--- src/rtl/mhid_pkg.sv ---
`timescale 1ns / 1ps
package mhid_pkg;

  localparam int unsigned KeyWidth = 32;
  localparam int unsigned TagWidth = 8;

  typedef enum logic [1:0] {
    ST_IDLE,
    ST_CMP,
    ST_PLACE,
    ST_DUMP
  } mhid_state_e;

  typedef struct packed {
    logic [KeyWidth-1:0] key;
    logic [TagWidth-1:0] tag;
  } heap_entry_t;

  typedef struct packed {
    logic [TagWidth-1:0] letter;
    logic                last;
    logic                full;
  } out_word_t;

endpackage

--- src/rtl/mhid_if.sv ---
`timescale 1ns / 1ps
interface mhid_in_if;
  logic               valid;
  logic               ready;
  logic [7:0]         entry_letter;
  logic signed [31:0] entry_priority;

  modport source (output valid, output entry_letter, output entry_priority, input ready);
  modport sink (input valid, input entry_letter, input entry_priority, output ready);
endinterface

interface mhid_out_if;
  logic       valid;
  logic       ready;
  logic [7:0] heap_letter;
  logic       last_of_dump;
  logic       heap_full;

  modport source (output valid, output heap_letter, output last_of_dump, output heap_full,
                  input ready);
  modport sink (input valid, input heap_letter, input last_of_dump, input heap_full,
                output ready);
endinterface

--- src/rtl/min_heap_insert_dump.sv ---
`timescale 1ns / 1ps
// Binary min-heap of (letter, priority) entries with insert-and-list.
// The input channel in_i carries one word per insert: a letter and a signed
// 32-bit priority. A word with priority zero is taken and has no effect.
// Any other word is appended and sifted up (strict less-than), after which
// the block lists every stored letter in array order on out_o, one word per
// entry, with last_of_dump set on the final word. If the heap already holds
// HEAP_DEPTH entries the insert is dropped and the listing carries heap_full.
// Keys and letters live in one single-port-read synchronous memory. Sift-up
// compares one level per ST_CMP step and, on reaching the root, writes the
// entry in ST_PLACE; the listing then streams one word per cycle from the
// memory read port through a two-word output queue. The next word is
// accepted once the last read of a listing has been issued.
// When the receiver stalls, the queue fills and memory reads pause; no word
// is lost. Reset empties the heap and the queue; memory contents are not
// cleared, since only positions below the entry count are ever read.
module min_heap_insert_dump #(
  parameter int unsigned HEAP_DEPTH = 64
) (
  input logic      clk_i,
  input logic      rst_ni,
  mhid_in_if.sink  in_i,
  mhid_out_if.source out_o
);
  import mhid_pkg::*;

  localparam int unsigned AW = $clog2(HEAP_DEPTH);
  localparam int unsigned CW = $clog2(HEAP_DEPTH + 1);

  heap_entry_t heap_mem [HEAP_DEPTH];
  heap_entry_t rdata_q;

  mhid_state_e state_q, state_d;
  logic [CW-1:0] count_q, count_d;
  logic [CW-1:0] rd_cnt_q, rd_cnt_d;
  logic [AW-1:0] pos_q, pos_d;
  heap_entry_t   new_q, new_d;
  logic          full_q, full_d;

  logic          infl_vld_q, infl_last_q, infl_full_q;
  logic          issue, issue_last;

  out_word_t     fifo_q [2];
  logic          fifo_wr_q, fifo_rd_q;
  logic [1:0]    fifo_cnt_q;
  logic          push, pop;

  logic          mem_we, mem_re;
  logic [AW-1:0] mem_wa, mem_ra;
  heap_entry_t   mem_wd;

  logic          accept, is_full, less;
  logic [AW-1:0] pos_parent, cnt_parent, grand_parent;
  logic [2:0]    occ;

  assign accept       = in_i.valid && in_i.ready;
  assign is_full      = (count_q == CW'(HEAP_DEPTH));
  assign cnt_parent   = AW'((count_q - 1'b1) >> 1);
  assign pos_parent   = AW'((pos_q - 1'b1) >> 1);
  assign grand_parent = AW'((pos_parent - 1'b1) >> 1);
  assign less         = $signed(new_q.key) < $signed(rdata_q.key);

  assign pop  = out_o.valid && out_o.ready;
  assign push = infl_vld_q;
  assign occ  = 3'(fifo_cnt_q) + 3'(infl_vld_q) - 3'(pop);
  assign issue      = (state_q == ST_DUMP) && (occ < 3'd2);
  assign issue_last = ((rd_cnt_q + 1'b1) == count_q);

  assign in_i.ready = (state_q == ST_IDLE);

  always_comb begin
    state_d  = state_q;
    count_d  = count_q;
    rd_cnt_d = rd_cnt_q;
    pos_d    = pos_q;
    new_d    = new_q;
    full_d   = full_q;
    case (state_q)
      ST_IDLE: begin
        if (accept && (in_i.entry_priority != '0)) begin
          new_d.key = in_i.entry_priority;
          new_d.tag = in_i.entry_letter;
          rd_cnt_d  = '0;
          pos_d     = count_q[AW-1:0];
          if (is_full) begin
            full_d  = 1'b1;
            state_d = ST_DUMP;
          end else begin
            full_d  = 1'b0;
            count_d = count_q + 1'b1;
            state_d = (count_q == '0) ? ST_DUMP : ST_CMP;
          end
        end
      end
      ST_CMP: begin
        if (less) begin
          pos_d = pos_parent;
          if (pos_parent == '0) begin
            state_d = ST_PLACE;
          end
        end else begin
          state_d = ST_DUMP;
        end
      end
      ST_PLACE: begin
        state_d = ST_DUMP;
      end
      ST_DUMP: begin
        if (issue) begin
          rd_cnt_d = rd_cnt_q + 1'b1;
          if (issue_last) begin
            state_d = ST_IDLE;
          end
        end
      end
      default: begin
        state_d = ST_IDLE;
      end
    endcase
  end

  always_comb begin
    mem_we = 1'b0;
    mem_re = 1'b0;
    mem_wa = pos_q;
    mem_ra = pos_parent;
    mem_wd = new_q;
    case (state_q)
      ST_IDLE: begin
        if (accept && (in_i.entry_priority != '0) && !is_full) begin
          if (count_q == '0) begin
            mem_we     = 1'b1;
            mem_wa     = '0;
            mem_wd.key = in_i.entry_priority;
            mem_wd.tag = in_i.entry_letter;
          end else begin
            mem_re = 1'b1;
            mem_ra = cnt_parent;
          end
        end
      end
      ST_CMP: begin
        mem_we = 1'b1;
        mem_wa = pos_q;
        if (less) begin
          mem_wd = rdata_q;
          if (pos_parent != '0) begin
            mem_re = 1'b1;
            mem_ra = grand_parent;
          end
        end
      end
      ST_PLACE: begin
        mem_we = 1'b1;
        mem_wa = '0;
      end
      ST_DUMP: begin
        mem_re = issue;
        mem_ra = rd_cnt_q[AW-1:0];
      end
      default: begin
        mem_we = 1'b0;
      end
    endcase
  end

  always_ff @(posedge clk_i) begin
    if (mem_we) begin
      heap_mem[mem_wa] <= mem_wd;
    end
    if (mem_re) begin
      rdata_q <= heap_mem[mem_ra];
    end
  end

  always_ff @(posedge clk_i or negedge rst_ni) begin
    if (!rst_ni) begin
      state_q     <= ST_IDLE;
      count_q     <= '0;
      rd_cnt_q    <= '0;
      full_q      <= 1'b0;
      infl_vld_q  <= 1'b0;
      infl_last_q <= 1'b0;
      infl_full_q <= 1'b0;
      fifo_wr_q   <= 1'b0;
      fifo_rd_q   <= 1'b0;
      fifo_cnt_q  <= '0;
    end else begin
      state_q     <= state_d;
      count_q     <= count_d;
      rd_cnt_q    <= rd_cnt_d;
      full_q      <= full_d;
      infl_vld_q  <= issue;
      infl_last_q <= issue_last;
      infl_full_q <= full_q;
      if (push) begin
        fifo_wr_q <= ~fifo_wr_q;
      end
      if (pop) begin
        fifo_rd_q <= ~fifo_rd_q;
      end
      fifo_cnt_q <= 2'(3'(fifo_cnt_q) + 3'(push) - 3'(pop));
    end
  end

  always_ff @(posedge clk_i) begin
    pos_q <= pos_d;
    new_q <= new_d;
    if (push) begin
      fifo_q[fifo_wr_q].letter <= rdata_q.tag;
      fifo_q[fifo_wr_q].last   <= infl_last_q;
      fifo_q[fifo_wr_q].full   <= infl_full_q;
    end
  end

  assign out_o.valid        = (fifo_cnt_q != '0);
  assign out_o.heap_letter  = fifo_q[fifo_rd_q].letter;
  assign out_o.last_of_dump = fifo_q[fifo_rd_q].last;
  assign out_o.heap_full    = fifo_q[fifo_rd_q].full;

endmodule

--- src/flat_wrapper.sv ---
// flat-port wrapper written by rule: the top's interface ports become plain ports
module min_heap_insert_dump_flat import mhid_pkg::*;
#(
  parameter int unsigned HEAP_DEPTH = 64
)
  (clk_i, rst_ni, in_i_valid, in_i_entry_letter, in_i_entry_priority, in_i_ready, out_o_valid, out_o_heap_letter, out_o_last_of_dump, out_o_heap_full, out_o_ready);
  mhid_in_if in_i_i ();
  mhid_out_if out_o_i ();
  input logic clk_i;
  input logic rst_ni;
  input wire logic [$bits(in_i_i.valid)-1:0] in_i_valid;
  input wire logic [$bits(in_i_i.entry_letter)-1:0] in_i_entry_letter;
  input wire logic [$bits(in_i_i.entry_priority)-1:0] in_i_entry_priority;
  output wire logic [$bits(in_i_i.ready)-1:0] in_i_ready;
  output wire logic [$bits(out_o_i.valid)-1:0] out_o_valid;
  output wire logic [$bits(out_o_i.heap_letter)-1:0] out_o_heap_letter;
  output wire logic [$bits(out_o_i.last_of_dump)-1:0] out_o_last_of_dump;
  output wire logic [$bits(out_o_i.heap_full)-1:0] out_o_heap_full;
  input wire logic [$bits(out_o_i.ready)-1:0] out_o_ready;
  assign in_i_i.valid = in_i_valid;
  assign in_i_i.entry_letter = in_i_entry_letter;
  assign in_i_i.entry_priority = in_i_entry_priority;
  assign in_i_ready = in_i_i.ready;
  assign out_o_valid = out_o_i.valid;
  assign out_o_heap_letter = out_o_i.heap_letter;
  assign out_o_last_of_dump = out_o_i.last_of_dump;
  assign out_o_heap_full = out_o_i.heap_full;
  assign out_o_i.ready = out_o_ready;
  min_heap_insert_dump #(.HEAP_DEPTH(HEAP_DEPTH)) u_core (.clk_i(clk_i), .rst_ni(rst_ni), .in_i(in_i_i), .out_o(out_o_i));
endmodule
--- config.mk ---
export PLATFORM = sky130hd
export DESIGN_NAME = min_heap_insert_dump_flat
export DESIGN_NICKNAME = d
export VERILOG_FILES = /design/src/rtl/mhid_pkg.sv /design/src/rtl/mhid_if.sv /design/src/rtl/min_heap_insert_dump.sv /design/src/flat_wrapper.sv
export SDC_FILE = /design/constraint.sdc
export NUM_CORES = 2
export LEC_CHECK = 0
export ABC_AREA = 1
export BUFFER_PORTS_ARGS = -buffer_cell sky130_fd_sc_hd__clkbuf_2
export CAP_MARGIN = 20
export CORE_MARGIN = 2
export CORE_UTILIZATION = 26
export DETAILED_ROUTE_END_ITERATION = 10
export PLACE_DENSITY_LB_ADDON = 0.15
export SLEW_MARGIN = 25
export SYNTH_ARGS = -nofsm -noshare
export SYNTH_HDL_FRONTEND = slang
export SYNTH_SLANG_ARGS = --single-unit
--- constraint.sdc ---
create_clock -name clk_i -period 8.6 [get_ports clk_i]
set_input_delay 1.72 -clock clk_i [delete_from_list [all_inputs] [get_ports clk_i]]
set_output_delay 1.72 -clock clk_i [all_outputs]
set_load 0.01 [all_outputs]
* Word level (Yosys, flattened, before mapping)
Memory sizes are Yosys's and may differ from the RTL's. A register that Yosys moved wholly into a read port is not among the register bits.
Index checks and enable logic that the tools add are counted.
** Word-level totals
- Word-level logic and storage cells :: 96
- Bits in read-only memories :: 0
- Bits in latches :: 0
- Output and inout bits :: 12
- Input bits :: 44
- Memories kept :: 2
- Bits in writable memories :: 2580
- Flip-flop bits (word level) :: 70
** Memories
- u_core.heap_mem :: words 64, bits a word 40, rd ports 1, clocked after Yosys merged registers in 1, wr ports 1, RTL line min_heap_insert_dump.sv:30 : heap_entry_t heap_mem [HEAP_DEPTH];
- u_core.fifo_q :: words 2, bits a word 10, rd ports 1, clocked after Yosys merged registers in 0, wr ports 1, RTL line min_heap_insert_dump.sv:43 : out_word_t fifo_q [2];
** Cells by class
- Eq/ne operators :: 10
- Div/mod/pow operators :: 0
- Order comparisons :: 2
- $mul :: 0
- Shift operators :: 0
- Add/subtract/negate cells :: 7
- Reductions and logical operators :: 20
- Multiplexer cells :: 39
- Bitwise gates (word level) :: 3
** Operator list (count)
- 40-bit 2-to-1 mux :: 3
- 40-bit case mux with 2 select lines :: 1
- 6-bit 2-to-1 mux :: 7
- 32-bit less-than comparator :: 1
- 32-bit nonzero test :: 1
- 6-bit case mux with 2 select lines :: 2
- 6-bit case mux with 3 select lines :: 1
- 7-bit by 1-bit adder with 7-bit output, second input constant :: 2
- 2-bit 2-to-1 mux :: 7
- 7-bit 2-to-1 mux :: 2
- 7-bit case mux with 2 select lines :: 1
- 1-bit 2-to-1 mux :: 11
- 3-bit AND reduction :: 3
- 2-bit case mux with 4 select lines :: 1
- 7-bit == test :: 1
- 7-bit == test, second input constant :: 1
- 7-bit logical NOT :: 1
- 7-bit by 1-bit subtractor with 7-bit output, second input constant :: 1
- 6-bit logical NOT :: 1
- 2-bit by 1-bit inequality test with 1-bit output, second input constant :: 3
- 2-bit nonzero test :: 3
- 6-bit nonzero test :: 1
- 5-bit by 1-bit subtractor with 6-bit output, second input constant :: 1
- 6-bit by 1-bit subtractor with 6-bit output, second input constant :: 1
- other kinds (17) :: 24

* Logic depth before layout (Yosys ltp)
- Depth in word-level cells :: 8
- Mapped depth :: 28
- Mapped depth without buffers :: 25

* Worst setup path after synthesis
OpenSTA, ideal clock, no wires.
- Path kind :: input -> register
- Start :: input out_o_ready
- End :: register, netlist name u_core.rdata_q[0]
- Arrival :: 5484 ps
- Library setup time :: 462 ps
- Required time :: 8138 ps
- Stages on the path :: 13
- Slack :: 2654 ps
- Buffers on the path :: 0
- Cells stage by stage :: nand2_1 > inv_1 > ha_1 > inv_1 > ha_1 > inv_1 > fa_1 > inv_1 > a21oi_1 > o21ai_0 > nor2_1 > inv_1 > a31oi_1
** Between the ends
- Word-level cells in the longest chain between the ends :: 5
** RTL lines
- start, declared :: RTL line flat_wrapper.sv:19 : input wire logic [$bits(out_o_i.ready)-1:0] out_o_ready;
- 1-bit logical AND :: RTL line min_heap_insert_dump.sv:63 : assign pop = out_o.valid && out_o.ready;
- named net u_core.pop :: RTL line min_heap_insert_dump.sv:46 : logic push, pop;
- 3-bit by 1-bit subtractor with 3-bit output :: RTL line min_heap_insert_dump.sv:65 : assign occ = 3'(fifo_cnt_q) + 3'(infl_vld_q) - 3'(pop);
- named net u_core.occ[1] :: RTL line min_heap_insert_dump.sv:54 : logic [2:0] occ;
- 3-bit by 2-bit less-than comparator with 1-bit output :: RTL line min_heap_insert_dump.sv:66 : assign issue = (state_q == ST_DUMP) && (occ < 3'd2);
- 1-bit logical AND :: RTL line min_heap_insert_dump.sv:66
- named net u_core.issue :: RTL line min_heap_insert_dump.sv:41 : logic issue, issue_last;
- 1-bit case mux with 3 select lines :: RTL line min_heap_insert_dump.sv:128 : case (state_q)
- named net u_core.mem_re :: RTL line min_heap_insert_dump.sv:48 : logic mem_we, mem_re;
The timed path passes the listed nets, and every way through them passes these cells.
A chain may end at the register's enable or synchronous reset.

* Worst setup path in the final report
- Start :: input in_i_entry_priority[23]
- End :: register, netlist name u_core.rdata_q[14]
** Between the ends
- Word-level cells in the longest chain between the ends :: 5
- Elaborated cells on any way between the ends :: 7
- Classes of those cells :: mux: 4; reduce/logical: 3
** RTL lines
- start, declared :: RTL line flat_wrapper.sv:13 : input wire logic [$bits(in_i_i.entry_priority)-1:0] in_i_entry_priority;
- 32-bit nonzero test * :: RTL line min_heap_insert_dump.sv:130 : if (accept && (in_i.entry_priority != '0) && !is_full) begin
- 1-bit logical AND * (2 in series) :: RTL line min_heap_insert_dump.sv:130
- 6-bit 2-to-1 mux / 1-bit 2-to-1 mux (equally long branches) :: RTL line min_heap_insert_dump.sv:130
- 6-bit case mux with 3 select lines / 1-bit case mux with 3 select lines (equally long branches) :: RTL line min_heap_insert_dump.sv:128
Mark *: on every way between the ends. The rest lies on a longest branch, timed or not.

==> flow_summary.json <==
{
  "insertion_delay_ps": 920,
  "start_util": 0.261,
  "drv_cap": 0,
  "die_area_um2": 462000,
  "status": "finished, final reports clean",
  "clockBufferDepth": 4,
  "drv_slew": 0,
  "maxSlewHeadroom": 0.175,
  "grt_pass1_wl_um": 620000,
  "wirelength_um": 436000,
  "layout_min_cycle_time_ps": 6460,
  "synthDistinctLibCells": 46,
  "track_usage": 0.184,
  "yosysSeqAreaShare": 0.679,
  "cp_max_fo": 117,
  "tritoncts": "yes",
  "finalClockSkew_ps": 35.5,
  "grt_max_degree": 173,
  "rsz0062_at_grt": "no",
  "wl_per_cell_um": 25.6,
  "first_pass_iters": 5,
  "drtAntennaViolNets": 0,
  "ys_ff_latch": 2690,
  "post-route-drc-count": 0,
  "setup_viol": 0,
  "critPathLaunchType": "input port",
  "netlist_area_um2": 119000,
  "grt_pass1_vias": 80400,
  "drtIter0Drc": 8070,
  "crit_type": "in2reg",
  "rows": 248,
  "regArea_um2": 80700,
  "synth_top_area_share": 0.674,
  "max_freq_mhz": 155,
  "routabilityCongestion": 0.784,
  "die_y_um": 680,
  "final_net_count": 10900,
  "drive_gt1_frac": 0.0850,
  "worstHoldPathType": "reg2reg",
  "cts-root-buf": "clkbuf_16",
  "tightest_slew_ps": 1240,
  "n_fill_cell": 46400,
  "via_count": 82600,
  "crit_arrival_ps": 7230,
  "final.period_utilization": 0.751,
  "vias_per_cell": 4.84,
  "ctsResizeCount": 0,
  "synth_nets": 10900,
  "synthTopCellsByArea": "edfxtp_1 67%, nand3_1 12%, nand2_1 8.3%, inv_1 3.3%, nand3b_1 3.0%",
  "core_um2": 456000,
  "cp.required_ps": 9370,
  "io_pins": 56,
  "hpwl_um": 234000,
  "multi_input_area_um2": 31000,
  "area_delta_synth_final_pct": 15.4,
  "port_buffers": 55,
  "end_kind": "flop",
  "cts.sinks": 2690,
  "netlist_instances": 10800,
  "antenna_found_initial": 39,
  "setup_tns_ps": 0,
  "postCtsSetupRepairBufs": 0,
  "hold_viol": 0,
  "clk_pin_slew_worst_paths_ps": 60,
  "cts_max_level": 5,
  "cts_buffers": 312,
  "die_w_um": 680,
  "holdWs_ps": 388,
  "ctsHoldBuffers": 0,
  "synth_area_per_cell_um2": 11.0,
  "overflow": 0,
  "synth_warnings": 0,
  "synth.largest_area_cell": "edfxtp_1"
}
## cell usage after synthesis, drive strengths merged
cell     count
a211oi       1
a21oi       26
a22oi        1
a31o         1
a31oi        3
buf        486
clkbuf     246
clkinv       2
dfrtp       24
edfxtp    2666
fa           1
ha          43
inv       1059
nand2     2639
nand3     2775
nand3b     480
nand4       14
nor2       145
nor3         9
nor4         2
nor4b        1
o211ai      39
o21a         2
o21ai       77
o21bai      33
o22ai        5
o2bb2ai      6
o311ai       1
o31ai        1
or2          3
or3          1
xnor2        1
xor2        20
## placed cells by master (no fill, tap or decap), drive strengths merged, types with 20 or more instances in the layout
cell type and n:
a21oi 26, buf 350, clkbuf 453, clkinv 129
dfrtp 24, edfxtp 2666, ha 43, inv 1068
nand2 2639, nand3 2775, nand3b 480, nor2 145
o211ai 39, o21ai 77, o21bai 33, xor2 20
## worst max-delay path, cell delays in order
cell,delay (ps)
clkbuf_2,100
nor2_1,400
nand2_1,100
nor2_1,460
nand4_1,150
nand3_1,220
inv_2,370
nand2_2,330
nand2_1,90
o211ai_1,110
nand2_1,80
inv_1,50
nand2_1,120
nand2_8,370
buf_12,590
buf_4,560
nand3_1,140
nand3_1,140
nand3_1,110
nand3_1,370
nand3_1,360
nand2_1,140
## kinds of logic (layout without fill, tap and decap cells)
logic type                 Yosys count  in the layout  share of synthesized area
buffers and inverters             1793           2021                     0.0669
xor gates and xnor gates            21             21                    0.00177
AOI/OAI and AO/OA                  196            196                     0.0103
and+or+nand+nor                   6069           6069                      0.237
adders and majority gates           44             44                    0.00470
DFF                               2690           2690                      0.679
other                                0             11                          0
## metrics by stage
step | util | area, µm² | cells | setup WS (ps)
after floorplan | - | 119000 | 10800 | 2650
after global placement | 0.279 | 127000 | 16500 | 1250
after detailed placement | 0.280 | 127000 | 16500 | 1230
after CTS | 0.301 | 137000 | 17000 | 2210
after global routing | 0.301 | 137000 | 17000 | 1970
final | 0.301 | 137000 | 17100 | 2140
## per-layer routing
metal / up-vias / GRT usage / wire length (µm)
li1: 37400 / - / -
met1: 42200 / 0.265 / 204000
met2: 2507 / 0.295 / 200000
met3: 511 / 0.0235 / 23200
met4: 4 / 0.0401 / 9150
met5: - / 0 / 27
## final cells by class
type                    count  share of cell area
flip-flops and latches   2690               0.589
clock buffers             398              0.0609
inverters                1061              0.0292
well taps                6000              0.0548
repair buffers            405              0.0316
clock inverters           157             0.00877
diodes                     11            0.000201
multi-input cells        6330               0.226
## state kept, by name, summed over array words and instances (netlist names), 2 cells and up
signal             flops
u_core.pos_q           6
u_core.count_q         7
u_core.rd_cnt_q        7
u_core.rdata_q        40
u_core.heap_mem     2560
u_core.new_q          40
u_core.state_q         2
u_core.fifo_cnt_q      2
u_core.fifo_q         20
## worst paths after layout
check                                         from            endpoint  slack, ps  cells past startpoint
setup reg to reg                  u_core.new_q[31]  u_core.rdata_q[14]       2220                     21
max in group asynchronous                   rst_ni  u_core.rd_cnt_q[0]       7370                      1
min in group asynchronous                   rst_ni   u_core.infl_vld_q        820                      1
hold / removal                       u_core.full_q  u_core.infl_full_q        390                      0
hold reg to reg                      u_core.full_q  u_core.infl_full_q        390                      0
setup / recovery           in_i_entry_priority[23]  u_core.rdata_q[14]       2140                     22
Power is not shown: default switching activity piles up to over one toggle a cycle in this logic, so the estimate is an artifact.
